`src/rtl/frir_pkg.sv`:
```
// frir_pkg: shared types and constants of the frame interval ring recorder
// no dependencies
package frir_pkg;

  localparam int unsigned SUM_W    = 44;   // interval sum, up to 4096 x 32-bit
  localparam int unsigned IV_W     = 32;
  localparam int unsigned RATE_W   = 38;
  localparam int unsigned CNT_W    = 13;   // stored_count and rate_window width
  localparam int unsigned GOT_W    = 7;
  localparam logic [GOT_W-1:0] MAX_RES = 7'd64;
  localparam logic [SUM_W-1:0] RATE_NUM = 44'd256000000000;
  localparam logic [CNT_W-1:0] RATE_WIN_RST = 13'd60;

  typedef enum logic [2:0] {
    ACT_RECORD = 3'd0,
    ACT_LATEST = 3'd1,
    ACT_SINCE  = 3'd2,
    ACT_AVG    = 3'd3,
    ACT_CLEAR  = 3'd4,
    ACT_RATE   = 3'd5
  } action_t;

  typedef enum logic [3:0] {
    S_IDLE,
    S_DISPATCH,
    S_LAT,
    S_SCAN_RD,
    S_SCAN_CHK,
    S_SCAN_END,
    S_AVG,
    S_DIV1,
    S_DIV2,
    S_AVG_OUT
  } state_t;

  typedef struct packed {
    logic [63:0] frame;
    logic [63:0] stamp;
    logic [31:0] interval;
    logic [31:0] duration;
  } entry_t;

  typedef struct packed {
    logic              status;
    logic [63:0]       frame_no_out;
    logic [63:0]       timestamp_out;
    logic [31:0]       frame_interval_ns;
    logic [31:0]       present_duration_ns;
    logic [CNT_W-1:0]  stored_count;
    logic [31:0]       average_interval_ns;
    logic [RATE_W-1:0] rate_q8;
    logic              last;
  } result_t;

endpackage

```
`src/rtl/frir_div.sv`:
```
// frir_div: restoring divider, one quotient bit per cycle
// depends on frir_pkg
module frir_div
  import frir_pkg::*;
(
  input  logic             clk,
  input  logic             rst_n,
  input  logic             start,
  input  logic [SUM_W-1:0] num,
  input  logic [IV_W-1:0]  den,
  output logic             done,
  output logic [SUM_W-1:0] quo
);

  localparam int unsigned CW = $clog2(SUM_W + 1);

  logic [CW-1:0]    cnt_r;
  logic             busy_r;
  logic             done_r;
  logic [SUM_W-1:0] num_r;
  logic [IV_W-1:0]  den_r;
  logic [IV_W:0]    rem_r;
  logic [IV_W:0]    rem_sh;
  logic             ge;
  logic [IV_W:0]    rem_new;

  // one shift and subtract step
  always_comb begin
    rem_sh  = {rem_r[IV_W-1:0], num_r[SUM_W-1]};
    ge      = rem_sh >= {1'b0, den_r};
    rem_new = ge ? rem_sh - {1'b0, den_r} : rem_sh;
  end

  // control
  always_ff @(posedge clk) begin
    if (!rst_n) begin
      busy_r <= 1'b0;
      done_r <= 1'b0;
      cnt_r  <= '0;
    end else begin
      done_r <= 1'b0;
      if (start) begin
        busy_r <= 1'b1;
        cnt_r  <= CW'(SUM_W);
      end else if (busy_r) begin
        cnt_r <= cnt_r - 1'b1;
        if (cnt_r == CW'(1)) begin
          busy_r <= 1'b0;
          done_r <= 1'b1;
        end
      end
    end
  end

  // datapath, quotient bits shift into the dividend register
  always_ff @(posedge clk) begin
    if (start) begin
      num_r <= num;
      den_r <= den;
      rem_r <= '0;
    end else if (busy_r) begin
      num_r <= {num_r[SUM_W-2:0], ge};
      rem_r <= rem_new;
    end
  end

  assign done = done_r;
  assign quo  = num_r;

endmodule

```
`config.mk`:
```
export PLATFORM = sky130hd
export DESIGN_NAME = frir_div
export DESIGN_NICKNAME = d
export VERILOG_FILES = /design/src/rtl/frir_pkg.sv /design/src/rtl/frir_div.sv
export SDC_FILE = /design/constraint.sdc
export NUM_CORES = 1
export LEC_CHECK = 0
export ABC_AREA = 1
export BUFFER_PORTS_ARGS = -buffer_cell sky130_fd_sc_hd__buf_2
export CAP_MARGIN = 10
export CORE_ASPECT_RATIO = 1.25
export CORE_MARGIN = 1.5
export CORE_UTILIZATION = 40
export DETAILED_ROUTE_END_ITERATION = 6
export PLACE_DENSITY = 0.73
export REMOVE_ABC_BUFFERS = 1
export SYNTH_ARGS = -nofsm -noshare
export SYNTH_HDL_FRONTEND = slang
export SYNTH_SLANG_ARGS = --single-unit
```
`constraint.sdc`:
```
create_clock -name clk -period 2.5 [get_ports clk]
set_input_delay 0.375 -clock clk [delete_from_list [all_inputs] [get_ports clk]]
set_output_delay 0.375 -clock clk [all_outputs]
set_load 0.01 [all_outputs]
```
# Word-level counts from Yosys, hierarchy flattened
# Cells that the tools add are included.
# totals
regBits	116
input_bits	79
output_inout_bits	45
word_cells	25
# op_classes
addsub	2
order_cmp	1
eq_ne	1
muxes	9
bitwise_logic	2
reduce_logical	3
# op_table
op	count
$mux W44	2
$ge A33 B32 Y1	1
$mux W32	1
$sub A32 B32 Y32	1
$mux W6	2
$eq A6 B1 Y1 const B	1
$sub A6 B1 Y6 const B	1
$mux W1	4
$reduce_or A3 Y1	1
$not A1 Y1	2
$reduce_bool A2 Y1	1
$reduce_or A2 Y1	1

# Longest topological paths before layout
# logic_depth
word_depth	4
ltp_mapped	17
mapped_depth_nobuf	16

# Worst setup path after synthesis
# OpenSTA, ideal clock, no wires.
# synth_timing
kind	input port to flip-flop
startpoint	input start
endpoint	register num_r[0] (netlist: quo[0]) (enable)
setup_ns	0.426
t_arrival_ns	2.237
t_required_ns	2.074
slack_ns	-0.164
path_stages	4
n_path_buf	2
path_cell_list	clkbuf_1 > nor2_1 > inv_1 > clkbuf_1
# synth_via
elab_chain_len	1
# synth_lines
element	line_no	source
from (decl)	frir_div.sv:8	input logic start,
$reduce_bool A2 Y1 (no source line)	--	
to (signal assigned)	frir_div.sv:58	num_r <= num;
to (signal assigned)	frir_div.sv:62	num_r <= {num_r[SUM_W-2:0], ge};
to (decl)	frir_div.sv:20	logic [SUM_W-1:0] num_r;
# No other way between the ends.
# A chain may end at the register's enable or synchronous reset.

# Worst setup path in the final report
# layout_timing
startpoint	register den_r[19]
endpoint	register rem_r[1]
# layout_via
elab_chain_len	2
# layout_lines
element	line_no	source
from (decl)	frir_div.sv:21	logic [IV_W-1:0] den_r;
from (signal assigned)	frir_div.sv:59	den_r <= den;
$ge A33 B32 Y1	frir_div.sv:30	ge = rem_sh >= {1'b0, den_r};
$mux W32	frir_div.sv:31	rem_new = ge ? rem_sh - {1'b0, den_r} : rem_sh;
to (signal assigned)	frir_div.sv:63	rem_r <= rem_new;
to (decl)	frir_div.sv:22	logic [IV_W:0] rem_r;
# No other way between the ends.

==> flow_summary.yaml <==
worst_setup_path:
  end_kind: "flop"
  arrival_ns: 2.55
  path_class: "reg -> reg"
  cp.required_ns: 2.79
  crit_fanout: 20
  cp-start-kind: "flop"
drt:
  drt_wl_total_um: 19870
  drt_pass1_iterations: 5
  num_vias: 6979
  wire_per_inst_um: 13.88
  drc: 0
  final_antenna_net_count: 0
  drtIter0Drc: 333
  viasPerCell: 4.874
synthesis:
  synth.avg_cell_area_um2: 6.974
  ys_seq_area_share_pct: 41.86
  ys_warn_count: 0
  synth_flop_cell: "edfxtp_1"
  postSynth.asyncResetShare_pct: 0
  synth-edff-count: 76
  synth_seq_cells: 116
  netlist_instances: 1056
  ys_types: 33
  synthesis.area_mm2: 0.007365
timing:
  setup_viol: 0
  worst_slew_pin_slew_ns: 0.4764
  max_slew_margin_pct: 68.24
  max_freq_mhz: 442.2
  hold_slack_ns: 0.1241
  report.final.slew_viol_count: 0
  min_period_ns: 2.261
  grt_setup_unrepaired: "false"
  skew_ns: 0.009980
  fin_setup_tns_ns: 0
  fin_crit_sh_pct: 90.45
  hold_viol: 0
pwr:
  p_int_w: 0.004133
  power_frac_comb_pct: 11.5
  pwr-share-clk_pct: 47.9
  netSwitchingFraction_pct: 25.85
  switchingPower_w: 0.001441
  ir_drop_mv: 0.5376
  leakage_nw: 4.856
  pwr-share-seq_pct: 40.6
  p_per_area_mw_per_mm2: 622.1
clocking:
  cts_tree: "yes"
  cts_buffers: 17
  clockBufferDepth: 2
  path_clk_slew_ns: 0.06
  clk_latency_ns: 0.43
  cts_max_level: 4
  post_cts.repair.setup_buffers: 0
  cts_resized: 0
  hold_buffers: 0
  cts-root-buf: "clkbuf_16"
  cts_sinks: 116
floorplan:
  dieArea_mm2: 0.01924
  die_h_um: 154.7
  start_util_pct: 40.69
  core_area_mm2: 0.01810
  ios: 124
  rows: 55
  die_w_um: 124.4
layout:
  final_common_cell: "nand2_1"
  area_growth_pct: 21.66
  drive_above_1_share_pct: 15.61
  insertedDiodeCount: 0
  final_cell_mix: "447 x nand2_1, 191 x inv_1, 123 x buf_2"
  finalNetCount: 1305
global_routing:
  grt_pass1_wl_um: 33110
  grt_pass1_vias: 6964
  overflow: 0
  grt_usage_pct: 21.56
  antenna_found_initial: 0
  grt_max_degree: 57
placed_design:
  hpwl_um: 15210
  gp_congestion: 0.9720
  port_buffers: 123
worst_hold_path:
  hp-class: "in -> reg"
flow_run:
  max_cap_viol_count: 0
status:
  status: "finished, final reports clean"
-- worst paths after layout --
kind	start	to	slack [ns]	cells after the start
setup / recovery	den_r[19]$_DFFE_PP_	rem_r[1]$_SDFFE_PP0P_	0.24	14
hold / removal	den[1]	den_r[1]$_DFFE_PP_	0.12	1
setup reg to reg	den_r[19]$_DFFE_PP_	rem_r[1]$_SDFFE_PP0P_	0.24	14
hold reg to reg	rem_r[20]$_SDFFE_PP0P_	rem_r[20]$_SDFFE_PP0P_	0.47	2
-- critical path, stage by stage, from the launching register on --
cell,delay (ns)
edfxtp_1,0.33
inv_1,0.06
ha_1,0.41
nand2_1,0.14
nor2_1,0.18
nand2_1,0.12
nor2_2,0.13
nand2_1,0.11
nor2_4,0.11
nor2_4,0.06
nand2_4,0.10
buf_12,0.16
nand2_1,0.06
nand3_1,0.06
o21ai_0,0.10
-- state kept, by name, summed over array words and instances, names as in the netlist --
signal and cells:
cnt_r 6, busy_r 1, rem_r 32, den_r 32
quo 44, done 1
-- layer usage --
| layer | global-route usage [%] | wire length [um] | part of all wire (%) |
|---|---|---|---|
| met1 | 23.85 | 8037 | 40 |
| met2 | 39.25 | 10040 | 51 |
| met3 | 5.431 | 1218 | 6.1 |
| met4 | 8.976 | 574 | 2.9 |
| met5 | 0 | 0 | 0 |
-- power groups by stage --
| stage | registers, W | logic, W | clock network, W |
|---|---|---|---|
| finish | 0.00226 | 0.000641 | 0.00267 |
| global route | 0.00228 | 0.000715 | 0.00282 |
| CTS | 0.00226 | 0.000645 | 0.00272 |
| detailed placement | 0.00230 | 0.000642 | 0 |
| global placement | 0.00230 | 0.000634 | 0 |
| floorplan | 0.00233 | 0.000319 | 0 |
-- cell families (layout without fill, tap and decap cells) --
family / Yosys count / after routing / share of synthesized area (%)
and+or+nand+nor: 623 / 623 / 35.05
buffers and inverters: 218 / 366 / 11.69
DFF: 116 / 116 / 41.86
AOI/OAI and AO/OA: 50 / 50 / 3.687
adders and majority gates: 35 / 35 / 6.048
xor gates and xnor gates: 14 / 14 / 1.665
-- final cells by class --
type | count | area, um2
flip-flops and latches | 116 | 3083
clock buffers | 17 | 425.4
multi-input cells | 722 | 3423
fillers | 1854 | 9139
inverters | 192 | 720.7
clock inverters | 15 | 219.0
repair buffers | 142 | 803.3
well taps | 228 | 285.3
-- stage by stage --
step | area [um2] | utilization, % | std cells | setup WS (ns) | power (W)
floorplan | 7224 | - | 1030 | 0.07891 | 0.002644
global placement | 8308 | 45.90 | 1400 | 0.2561 | 0.002931
detailed placement | 8308 | 45.90 | 1400 | 0.2518 | 0.002940
CTS | 8952 | 49.46 | 1432 | 0.2398 | 0.005631
global route | 8960 | 49.51 | 1432 | 0.01278 | 0.005816
finish | 8960 | 49.51 | 1432 | 0.2387 | 0.005574
-- synth_stat cells (4+ instances only) --
cell type  count  area share, %
a21oi_1       24            1.6
buf_1          4           0.20
buf_2          4           0.27
buf_6          4           0.61
clkbuf_1      12           0.61
dfxtp_1       40             11
edfxtp_1      76             31
ha_1          34            5.8
inv_1        192            9.8
nand2_1      447             23
nand2_2        4           0.34
nand3_1       83            5.6
nand3b_1      13            1.3
nand4_1        8           0.68
nor2_1        48            2.4
nor2_2         4           0.34
nor3_1         7           0.48
o21ai_0        6           0.41
o21ai_1       10           0.68
xnor2_1       13            1.5
(Power assumes the default switching activity.)
